**src/rtl/nbcss_pkg.sv**
```systemverilog
// ----------------------------------------------------------------------------
// nbcss_pkg: shared types and constants for the configuration space shadow core
// Transaction structs, request codes, register offsets, write masks and the
// power-on contents of the configuration byte store.
// ----------------------------------------------------------------------------
package nbcss_pkg;

    typedef logic [1:0] req_t;

    localparam req_t REQ_READ  = 2'd0;
    localparam req_t REQ_WRITE = 2'd1;
    localparam req_t REQ_RESET = 2'd2;

    typedef struct packed {
        req_t       req_type;
        logic [2:0] func_num;
        logic [7:0] reg_addr;
        logic [7:0] wdata;
    } in_t;

    typedef struct packed {
        logic [7:0] rdata;
        logic [9:0] read_internal;
        logic [9:0] write_internal;
        logic       shadow_bios;
        logic       remap;
    } out_t;

    localparam int unsigned CFG_DEPTH = 256;
    localparam int unsigned CFG_AW    = 8;

    // Registers held in flops (masked, write-one-to-clear or attribute bytes)
    localparam logic [7:0] ADDR_CMD    = 8'h04;
    localparam logic [7:0] ADDR_STATUS = 8'h07;
    localparam logic [7:0] ADDR_PAM1   = 8'h61;
    localparam logic [7:0] ADDR_PAM2   = 8'h62;
    localparam logic [7:0] ADDR_PAM3   = 8'h63;
    localparam logic [7:0] ADDR_CTL65  = 8'h65;
    localparam logic [7:0] ADDR_CTL66  = 8'h66;
    localparam logic [7:0] ADDR_CTL67  = 8'h67;
    localparam logic [7:0] ADDR_CTL68  = 8'h68;
    localparam logic [7:0] ADDR_CTL6D  = 8'h6D;
    localparam logic [7:0] ADDR_CTL70  = 8'h70;
    localparam logic [7:0] ADDR_CTL71  = 8'h71;
    localparam logic [7:0] ADDR_CTL73  = 8'h73;
    localparam logic [7:0] ADDR_CTL75  = 8'h75;

    localparam logic [7:0] MASK_CMD    = 8'h40;
    localparam logic [7:0] MASK_W1C    = 8'hB0;
    localparam logic [7:0] MASK_CTL65  = 8'h20;
    localparam logic [7:0] MASK_CTL66  = 8'h05;
    localparam logic [7:0] MASK_CTL67  = 8'hC0;
    localparam logic [7:0] MASK_CTL68  = 8'h40;
    localparam logic [7:0] MASK_CTL6D  = 8'h6F;
    localparam logic [7:0] MASK_CTL70  = 8'h01;
    localparam logic [7:0] MASK_CTL71  = 8'h4E;
    localparam logic [7:0] MASK_CTL73  = 8'h0C;
    localparam logic [7:0] MASK_CTL75  = 8'hC7;
    // device reset drops the F0000 attribute field
    localparam logic [7:0] MASK_F_KEEP = 8'hCF;

    localparam logic [7:0] RST_CMD     = 8'h07;
    localparam logic [7:0] RST_STATUS  = 8'h02;
    localparam logic [7:0] ABSENT_DATA = 8'hFF;

    // Power-on value of bytes kept in the RAM
    function automatic logic [7:0] reset_byte(input logic [7:0] addr);
        logic [7:0] val;
        val = 8'h00;
        case (addr) inside
            8'h00:          val = 8'h06;
            8'h01:          val = 8'h11;
            8'h02:          val = 8'h95;
            8'h03:          val = 8'h15;
            8'h06:          val = 8'hA0;
            8'h08:          val = 8'h02;
            8'h0B:          val = 8'h06;
            8'h52:          val = 8'h02;
            8'h58:          val = 8'h40;
            8'h59:          val = 8'h05;
            [8'h5A:8'h5F]:  val = 8'h01;
            8'h64:          val = 8'hAB;
            default:        val = 8'h00;
        endcase
        return val;
    endfunction

    function automatic logic is_read_only(input logic [7:0] addr);
        logic ro;
        ro = 1'b0;
        case (addr) inside
            8'h00, 8'h01, [8'h08:8'h0C], 8'h0E, 8'h0F: ro = 1'b1;
            default:                                   ro = 1'b0;
        endcase
        return ro;
    endfunction

    function automatic logic [7:0] masked_set(input logic [7:0] old, input logic [7:0] mask,
                                              input logic [7:0] val);
        return (old & ~mask) | (val & mask);
    endfunction

endpackage

```
**src/rtl/nbcss_ram.sv**
```systemverilog
// ----------------------------------------------------------------------------
// nbcss_ram: generic single-port-write, single-port-read RAM
// One write and one registered read per cycle; read data holds when not enabled.
// ----------------------------------------------------------------------------
module nbcss_ram #(
    parameter int unsigned WIDTH = 8,
    parameter int unsigned DEPTH = 256
) (
    input  logic                     aclk,
    input  logic                     we,
    input  logic [$clog2(DEPTH)-1:0] waddr,
    input  logic [WIDTH-1:0]         wdata,
    input  logic                     re,
    input  logic [$clog2(DEPTH)-1:0] raddr,
    output logic [WIDTH-1:0]         rdata
);

    logic [WIDTH-1:0] mem [DEPTH];
    logic [WIDTH-1:0] rdata_reg;

    always_ff @(posedge aclk) begin
        if (we) begin
            mem[waddr] <= wdata;
        end
        if (re) begin
            rdata_reg <= mem[raddr];
        end
    end

    assign rdata = rdata_reg;

endmodule

```
**src/rtl/northbridge_config_space_shadow_ctl_core.sv**
```systemverilog
// ----------------------------------------------------------------------------
// northbridge_config_space_shadow_ctl_core: PCI config space with shadow control
// Function 0 configuration bytes, masked/W1C register rules and ROM segment
// shadow attributes decoded from registers 0x61..0x63.
// ----------------------------------------------------------------------------
// Usage:
//   s_ channel carries one request transaction (read, write or device reset);
//   m_ channel returns one result per request, in order.
//   State is updated on the edge that accepts a request. Plain bytes live in a
//   256x8 RAM with per-byte valid flops (unwritten bytes read their power-on
//   value); masked, W1C and attribute registers are flops.
//   Pipeline: request register + RAM read, then result register. A request
//   enters the request stage on the accepting edge and moves to the result
//   register once that is free; one transaction per cycle sustained while
//   m_ready stays high. The rate is set by the single registered RAM read port.
//   Reset (aresetn low, synchronous) restores the power-on contents at once,
//   empties the pipeline and holds s_ready low; no clearing pass is needed.
//   When m_ready stays low the result holds, one more request is taken into
//   the request stage, then s_ready drops until the result is taken.
// ----------------------------------------------------------------------------
module northbridge_config_space_shadow_ctl_core (
    input  logic             aclk,
    input  logic             aresetn,
    input  logic             s_valid,
    output logic             s_ready,
    input  nbcss_pkg::in_t   s_data,
    output logic             m_valid,
    input  logic             m_ready,
    output nbcss_pkg::out_t  m_data
);

    // flop-backed registers
    logic [7:0] cmd_reg,    cmd_next;
    logic [7:0] status_reg, status_next;
    logic [7:0] pam1_reg,   pam1_next;
    logic [7:0] pam2_reg,   pam2_next;
    logic [7:0] pam3_reg,   pam3_next;
    logic [7:0] ctl65_reg,  ctl65_next;
    logic [7:0] ctl66_reg,  ctl66_next;
    logic [7:0] ctl67_reg,  ctl67_next;
    logic [7:0] ctl68_reg,  ctl68_next;
    logic [7:0] ctl6d_reg,  ctl6d_next;
    logic [7:0] ctl70_reg,  ctl70_next;
    logic [7:0] ctl71_reg,  ctl71_next;
    logic [7:0] ctl73_reg,  ctl73_next;
    logic [7:0] ctl75_reg,  ctl75_next;

    logic [nbcss_pkg::CFG_DEPTH-1:0] byte_valid_reg;

    logic       accept;
    logic       wr_func0;
    logic       flop_hit;
    logic [7:0] flop_rd;
    logic       mem_we;
    logic [7:0] ram_rdata;
    logic [9:0] rd_int_next;
    logic [9:0] wr_int_next;

    // request stage
    logic                         s1_valid_reg;
    nbcss_pkg::req_t              s1_req_reg;
    logic                         s1_func0_reg;
    logic                         s1_flop_hit_reg;
    logic [7:0]                   s1_flop_data_reg;
    logic                         s1_mem_valid_reg;
    logic [nbcss_pkg::CFG_AW-1:0] s1_addr_reg;
    logic [9:0]                   s1_rd_int_reg;
    logic [9:0]                   s1_wr_int_reg;
    logic                         s1_shadow_reg;
    logic                         s1_remap_reg;

    // result stage
    logic            m_valid_reg;
    nbcss_pkg::out_t m_data_reg;
    nbcss_pkg::out_t out_next;
    logic            advance;

    assign advance = s1_valid_reg && (!m_valid_reg || m_ready);
    assign s_ready = aresetn && (!s1_valid_reg || advance);
    assign accept  = s_valid && s_ready;
    assign wr_func0 = accept && (s_data.req_type == nbcss_pkg::REQ_WRITE)
                      && (s_data.func_num == 3'd0);

    always_comb begin
        cmd_next    = cmd_reg;
        status_next = status_reg;
        pam1_next   = pam1_reg;
        pam2_next   = pam2_reg;
        pam3_next   = pam3_reg;
        ctl65_next  = ctl65_reg;
        ctl66_next  = ctl66_reg;
        ctl67_next  = ctl67_reg;
        ctl68_next  = ctl68_reg;
        ctl6d_next  = ctl6d_reg;
        ctl70_next  = ctl70_reg;
        ctl71_next  = ctl71_reg;
        ctl73_next  = ctl73_reg;
        ctl75_next  = ctl75_reg;
        flop_hit    = 1'b1;
        flop_rd     = 8'h00;
        mem_we      = 1'b0;

        case (s_data.reg_addr)
            nbcss_pkg::ADDR_CMD:    flop_rd = cmd_reg;
            nbcss_pkg::ADDR_STATUS: flop_rd = status_reg;
            nbcss_pkg::ADDR_PAM1:   flop_rd = pam1_reg;
            nbcss_pkg::ADDR_PAM2:   flop_rd = pam2_reg;
            nbcss_pkg::ADDR_PAM3:   flop_rd = pam3_reg;
            nbcss_pkg::ADDR_CTL65:  flop_rd = ctl65_reg;
            nbcss_pkg::ADDR_CTL66:  flop_rd = ctl66_reg;
            nbcss_pkg::ADDR_CTL67:  flop_rd = ctl67_reg;
            nbcss_pkg::ADDR_CTL68:  flop_rd = ctl68_reg;
            nbcss_pkg::ADDR_CTL6D:  flop_rd = ctl6d_reg;
            nbcss_pkg::ADDR_CTL70:  flop_rd = ctl70_reg;
            nbcss_pkg::ADDR_CTL71:  flop_rd = ctl71_reg;
            nbcss_pkg::ADDR_CTL73:  flop_rd = ctl73_reg;
            nbcss_pkg::ADDR_CTL75:  flop_rd = ctl75_reg;
            default:                flop_hit = 1'b0;
        endcase

        if (wr_func0) begin
            case (s_data.reg_addr)
                nbcss_pkg::ADDR_CMD:
                    cmd_next = nbcss_pkg::masked_set(cmd_reg, nbcss_pkg::MASK_CMD, s_data.wdata);
                nbcss_pkg::ADDR_STATUS:
                    status_next = status_reg & ~(s_data.wdata & nbcss_pkg::MASK_W1C);
                nbcss_pkg::ADDR_PAM1:  pam1_next = s_data.wdata;
                nbcss_pkg::ADDR_PAM2:  pam2_next = s_data.wdata;
                nbcss_pkg::ADDR_PAM3:  pam3_next = s_data.wdata;
                nbcss_pkg::ADDR_CTL65:
                    ctl65_next = nbcss_pkg::masked_set(ctl65_reg, nbcss_pkg::MASK_CTL65,
                                                       s_data.wdata);
                nbcss_pkg::ADDR_CTL66:
                    ctl66_next = nbcss_pkg::masked_set(ctl66_reg, nbcss_pkg::MASK_CTL66,
                                                       s_data.wdata);
                nbcss_pkg::ADDR_CTL67:
                    ctl67_next = nbcss_pkg::masked_set(ctl67_reg, nbcss_pkg::MASK_CTL67,
                                                       s_data.wdata);
                nbcss_pkg::ADDR_CTL68:
                    ctl68_next = nbcss_pkg::masked_set(ctl68_reg, nbcss_pkg::MASK_CTL68,
                                                       s_data.wdata);
                nbcss_pkg::ADDR_CTL6D:
                    ctl6d_next = nbcss_pkg::masked_set(ctl6d_reg, nbcss_pkg::MASK_CTL6D,
                                                       s_data.wdata);
                nbcss_pkg::ADDR_CTL70:
                    ctl70_next = nbcss_pkg::masked_set(ctl70_reg, nbcss_pkg::MASK_CTL70,
                                                       s_data.wdata);
                nbcss_pkg::ADDR_CTL71:
                    ctl71_next = nbcss_pkg::masked_set(ctl71_reg, nbcss_pkg::MASK_CTL71,
                                                       s_data.wdata);
                nbcss_pkg::ADDR_CTL73:
                    ctl73_next = nbcss_pkg::masked_set(ctl73_reg, nbcss_pkg::MASK_CTL73,
                                                       s_data.wdata);
                nbcss_pkg::ADDR_CTL75:
                    ctl75_next = nbcss_pkg::masked_set(ctl75_reg, nbcss_pkg::MASK_CTL75,
                                                       s_data.wdata);
                default:
                    mem_we = !nbcss_pkg::is_read_only(s_data.reg_addr);
            endcase
        end

        if (accept && (s_data.req_type == nbcss_pkg::REQ_RESET)) begin
            pam3_next = pam3_reg & nbcss_pkg::MASK_F_KEEP;
        end
    end

    // Segment attributes after this transaction: bit 1 read to DRAM, bit 0 write
    always_comb begin
        for (int s = 0; s < 4; s++) begin
            rd_int_next[s]     = pam1_next[2*s+1];
            wr_int_next[s]     = pam1_next[2*s];
            rd_int_next[s + 4] = pam2_next[2*s+1];
            wr_int_next[s + 4] = pam2_next[2*s];
        end
        rd_int_next[8] = pam3_next[7];
        wr_int_next[8] = pam3_next[6];
        rd_int_next[9] = pam3_next[5];
        wr_int_next[9] = pam3_next[4];
    end

    nbcss_ram #(
        .WIDTH(8),
        .DEPTH(nbcss_pkg::CFG_DEPTH)
    ) u_cfg_ram (
        .aclk  (aclk),
        .we    (mem_we),
        .waddr (s_data.reg_addr),
        .wdata (s_data.wdata),
        .re    (accept),
        .raddr (s_data.reg_addr),
        .rdata (ram_rdata)
    );

    always_ff @(posedge aclk) begin
        if (!aresetn) begin
            cmd_reg        <= nbcss_pkg::RST_CMD;
            status_reg     <= nbcss_pkg::RST_STATUS;
            pam1_reg       <= 8'h00;
            pam2_reg       <= 8'h00;
            pam3_reg       <= 8'h00;
            ctl65_reg      <= 8'h00;
            ctl66_reg      <= 8'h00;
            ctl67_reg      <= 8'h00;
            ctl68_reg      <= 8'h00;
            ctl6d_reg      <= 8'h00;
            ctl70_reg      <= 8'h00;
            ctl71_reg      <= 8'h00;
            ctl73_reg      <= 8'h00;
            ctl75_reg      <= 8'h00;
            byte_valid_reg <= '0;
            s1_valid_reg   <= 1'b0;
            m_valid_reg    <= 1'b0;
        end else begin
            cmd_reg    <= cmd_next;
            status_reg <= status_next;
            pam1_reg   <= pam1_next;
            pam2_reg   <= pam2_next;
            pam3_reg   <= pam3_next;
            ctl65_reg  <= ctl65_next;
            ctl66_reg  <= ctl66_next;
            ctl67_reg  <= ctl67_next;
            ctl68_reg  <= ctl68_next;
            ctl6d_reg  <= ctl6d_next;
            ctl70_reg  <= ctl70_next;
            ctl71_reg  <= ctl71_next;
            ctl73_reg  <= ctl73_next;
            ctl75_reg  <= ctl75_next;
            if (mem_we) begin
                byte_valid_reg[s_data.reg_addr] <= 1'b1;
            end
            if (accept) begin
                s1_valid_reg <= 1'b1;
            end else if (advance) begin
                s1_valid_reg <= 1'b0;
            end
            if (advance) begin
                m_valid_reg <= 1'b1;
            end else if (m_ready) begin
                m_valid_reg <= 1'b0;
            end
        end
    end

    // payload registers
    always_ff @(posedge aclk) begin
        if (accept) begin
            s1_req_reg       <= s_data.req_type;
            s1_func0_reg     <= (s_data.func_num == 3'd0);
            s1_flop_hit_reg  <= flop_hit;
            s1_flop_data_reg <= flop_rd;
            s1_mem_valid_reg <= byte_valid_reg[s_data.reg_addr];
            s1_addr_reg      <= s_data.reg_addr;
            s1_rd_int_reg    <= rd_int_next;
            s1_wr_int_reg    <= wr_int_next;
            s1_shadow_reg    <= pam3_next[5];
            s1_remap_reg     <= ({pam1_next, pam2_next, pam3_next[7:4]}
                                 != {pam1_reg, pam2_reg, pam3_reg[7:4]});
        end
        if (advance) begin
            m_data_reg <= out_next;
        end
    end

    always_comb begin
        out_next.read_internal  = s1_rd_int_reg;
        out_next.write_internal = s1_wr_int_reg;
        out_next.shadow_bios    = s1_shadow_reg;
        out_next.remap          = s1_remap_reg;
        if (s1_req_reg != nbcss_pkg::REQ_READ) begin
            out_next.rdata = 8'h00;
        end else if (!s1_func0_reg) begin
            out_next.rdata = nbcss_pkg::ABSENT_DATA;
        end else if (s1_flop_hit_reg) begin
            out_next.rdata = s1_flop_data_reg;
        end else if (s1_mem_valid_reg) begin
            out_next.rdata = ram_rdata;
        end else begin
            out_next.rdata = nbcss_pkg::reset_byte(s1_addr_reg);
        end
    end

    assign m_valid = m_valid_reg;
    assign m_data  = m_data_reg;

    // request stage never drops a transaction while the result is stalled
    a_s1_hold: assert property (@(posedge aclk) disable iff (!aresetn)
        (s1_valid_reg && m_valid_reg && !m_ready) |=> s1_valid_reg)
        else $error("request stage lost a transaction under stall");

    a_ready_only_when_full: assert property (@(posedge aclk) disable iff (!aresetn)
        !s_ready |-> (s1_valid_reg && m_valid_reg && !m_ready))
        else $error("s_ready low with room in the pipeline");

    a_nonread_zero: assert property (@(posedge aclk) disable iff (!aresetn)
        (advance && (s1_req_reg != nbcss_pkg::REQ_READ)) |=> (m_data_reg.rdata == 8'h00))
        else $error("nonzero read data on a non-read transaction");

    a_dev_reset_clears_f: assert property (@(posedge aclk) disable iff (!aresetn)
        (accept && (s_data.req_type == nbcss_pkg::REQ_RESET)) |=>
            (pam3_reg[5:4] == 2'b00 && !s1_shadow_reg))
        else $error("device reset left the F0000 attribute set");

endmodule

```
**config.mk**
```make
export PLATFORM = sky130hd
export DESIGN_NAME = northbridge_config_space_shadow_ctl_core
export DESIGN_NICKNAME = d
export VERILOG_FILES = /design/src/rtl/nbcss_pkg.sv /design/src/rtl/nbcss_ram.sv /design/src/rtl/northbridge_config_space_shadow_ctl_core.sv
export SDC_FILE = /design/constraint.sdc
export NUM_CORES = 2
export LEC_CHECK = 0
export BUFFER_PORTS_ARGS = -buffer_cell sky130_fd_sc_hd__buf_4
export CORE_MARGIN = 4
export CORE_UTILIZATION = 57
export DETAILED_ROUTE_END_ITERATION = 6
export PLACE_DENSITY = 0.78
export SYNTH_ARGS = -nofsm -noshare
export SYNTH_HDL_FRONTEND = slang
export SYNTH_SLANG_ARGS = --single-unit
```
**constraint.sdc**
```tcl
create_clock -name aclk -period 3.42 [get_ports aclk]
set_input_delay 0.171 -clock aclk [delete_from_list [all_inputs] [get_ports aclk]]
set_output_delay 0.171 -clock aclk [all_outputs]
set_load 0.02 [all_outputs]
```
==> run metrics <==
Critical Path Start Type=flop; Main synth FF type=edfxtp_1; Hold Crit Class=input pin to flop; commonest non-fill, non-tap cell in the layout=edfxtp_1; worst-case reg-to-reg path depth=8; grt ovf=0; # clock sinks=2437; worst hold slack=11.62 ps; post-DR vias/cell=6.693; area of the mapped netlist=94050 um2; Synth cell types=75; synth warn=0; Vert. Die Dim=414.2 um; Die Wd=414.2 um; placeable core area=163300 um2; synthesis-stage register bit count=2437; first-pass GRT wire length=368500 um; Tot Pwr=61.63 mW; clk root buf=clkbuf_16; commonest non-fill, non-tap cells in the layout=2127 x edfxtp_1, 610 x mux4_2, 551 x buf_4, 310 x dfxtp_1, 234 x o21a_1; Leak=36.04 nW; layout cell share with drive strength beyond 1=28.70%; number of enable flip-flop cells after synthesis=2127; mean post-synth cell area=20.00 um2; Crit path buffers/inverters=3; antenna violations before repair=8; fmax=303.1 MHz; CP Capture Point=byte_valid_reg[239]; Hold Violations, Final=0; Post-Syn Instances=4702; crit path capture type=flop; Final GP Congestion=0.9827; DR vias=52298; DR WL met2=116500 um; DR pass1 iterations=7; worst setup path category=flop to flop; number of buffers added on ports=56; failing checks=DRC; area delta synth->final=16.31%; Finish-stage setup viols=0; Clock Path Buffers=3; Crit path depth=8; DR DRC count=6; pre-CTS worst setup slack=-282.5 ps; critical path's slowest cell=buf_4; clock skew=66.98 ps; worst-margin pin slew=1209 ps; wire length on met1=87850 um; DR top layer=met5; outcome=complete, but fails checks; CP Cell Sequence=nand3b_1 -> nand3_1 -> clkinv_2 -> nand2_4 -> buf_4 -> nor3_1 -> buf_4 -> o21a_1; Initial Util=57.59%; Cell Rows=148; Final period util=96.48%; DIE AREA=171600 um2; worst-skew pair later-pin latency=870 ps; DR WL met3=32770 um; maximum vdd drop=0.6308 mV; total wire length=252100 um; CP startpoint=s1_valid_reg; Arr. time, crit path=4050 ps; CP most frequent cell=buf_4; Placed Area=101400 um2; CP peak stage delay=680 ps; CTS tree=done; max reg flops=2048; largest net degree at the start of global routing=207; min Tclk post-route=3300 ps; 1st-iter DRT viols=8595; H-tree depth=4; post-DP HPWL=157500 um; GRT Overall Usage=29.40%; relative slew slack=18.98%; number of antenna-violating nets in the routed design=0; setup ws final=120.3 ps; reg2reg end=byte_valid_reg[239]; MaxCap Viol Count=0; Final Net Count=5458; Crit Path Max Fanout=49; total CTS buffers=224; final slew viol count=0; post-route cell area=109400 um2; worst r2r src=s1_valid_reg; routed len/inst=32.26 um; sequential-to-total area share from yosys stat=74.51%; # IOs=57; Total Neg Setup Slack=0 ps; vias in the first global route=52643; R2R Setup Slk=120 ps; Top delay family on crit path=buffers and inverters; clk slew on worst S/H paths=60 ps; Pwr Density=563.4 nW/um2; RSZ-0062 raised after global routing=no; CP required=4170 ps; ys async rst share=0%
-- cells by family after synthesis --
group	after synthesis	synth area share, %
flops	2437	74.51
compound gates	589	4.518
xor+xnor	13	0.1211
mux	733	15.94
buf+inv	334	1.675
simple gates	595	3.238
other cells	1	0.003987
-- cell type report --
cell class	count	area, um2
diodes	4	10.01
clock buffers	289	6065
clock inverters	139	1637
fillers	10034	53940
inverters	12	51.30
multi-input cells	2114	23150
flip-flops and latches	2437	70080
well taps	2175	2721
repair buffers	644	5678
-- report_power, final --
group	internal, mW	switching [mW]	leakage [nW]
clock network	14.8	11.0	3.74
registers	32.5	0.0836	21.8
logic	1.17	2.00	10.5
-- layer usage --
layer  track usage (%)  vias to the layer above
li1                  -                    20752
met1             39.72                    26949
met2             44.20                     3860
met3             8.720                      729
met4             14.75                        8
met5                 0                        -
-- worst min-delay path by stage --
| stage | cells past startpoint | endpoint | start |
|---|---|---|---|
| 2_1_floorplan | 1 | status_reg[4] | s_data[4] |
| 3_3_place_gp | 1 | s1_req_reg[0] | s_data[19] |
| 3_5_place_dp | 1 | s1_req_reg[0] | s_data[19] |
| 4_1_cts | 2 | s1_req_reg[1] | s_data[20] |
| 5_1_grt | 1 | u_cfg_ram.mem[170][6] | s_data[6] |
| 6_report | 1 | u_cfg_ram.mem[170][6] | s_data[6] |
-- synthesized netlist by cell type, types with 14 or more instances --
cell type	number	area share [%]
buf_4	33	0.26
nand4_1	15	0.10
mux4_2	610	15
dfxtp_1	310	6.6
o21a_1	234	1.9
a22o_1	16	0.15
a21oi_1	82	0.44
nor2_1	102	0.41
nand2_1	97	0.39
buf_2	92	0.49
mux2_2	14	0.17
edfxtp_1	2127	68
o21ai_0	17	0.090
a22oi_1	128	1.0
nor3_1	203	1.1
buf_1	25	0.10
clkbuf_1	161	0.64
mux2i_1	107	1.1
nand3_1	18	0.096
and2_1	47	0.31
nor2b_1	42	0.28
o22ai_1	15	0.10
-- per-stage QoR --
| stage | util [%] | instances |
|---|---|---|
| after detailed placement | 62.08 | 7356 |
| after CTS | 66.96 | 7810 |
| after floorplan | - | 4885 |
| after global placement | 62.08 | 7356 |
| final | 66.98 | 7814 |
| after global routing | 66.97 | 7810 |
-- timing repair --
action                                  CTS  global route
resized for setup                         0             3
hold buffers                             26             0
setup buffers                             0             0
hold endpoints to repair                335             0
endpoints found under the setup margin    0            12
(Power assumes the default switching activity.)
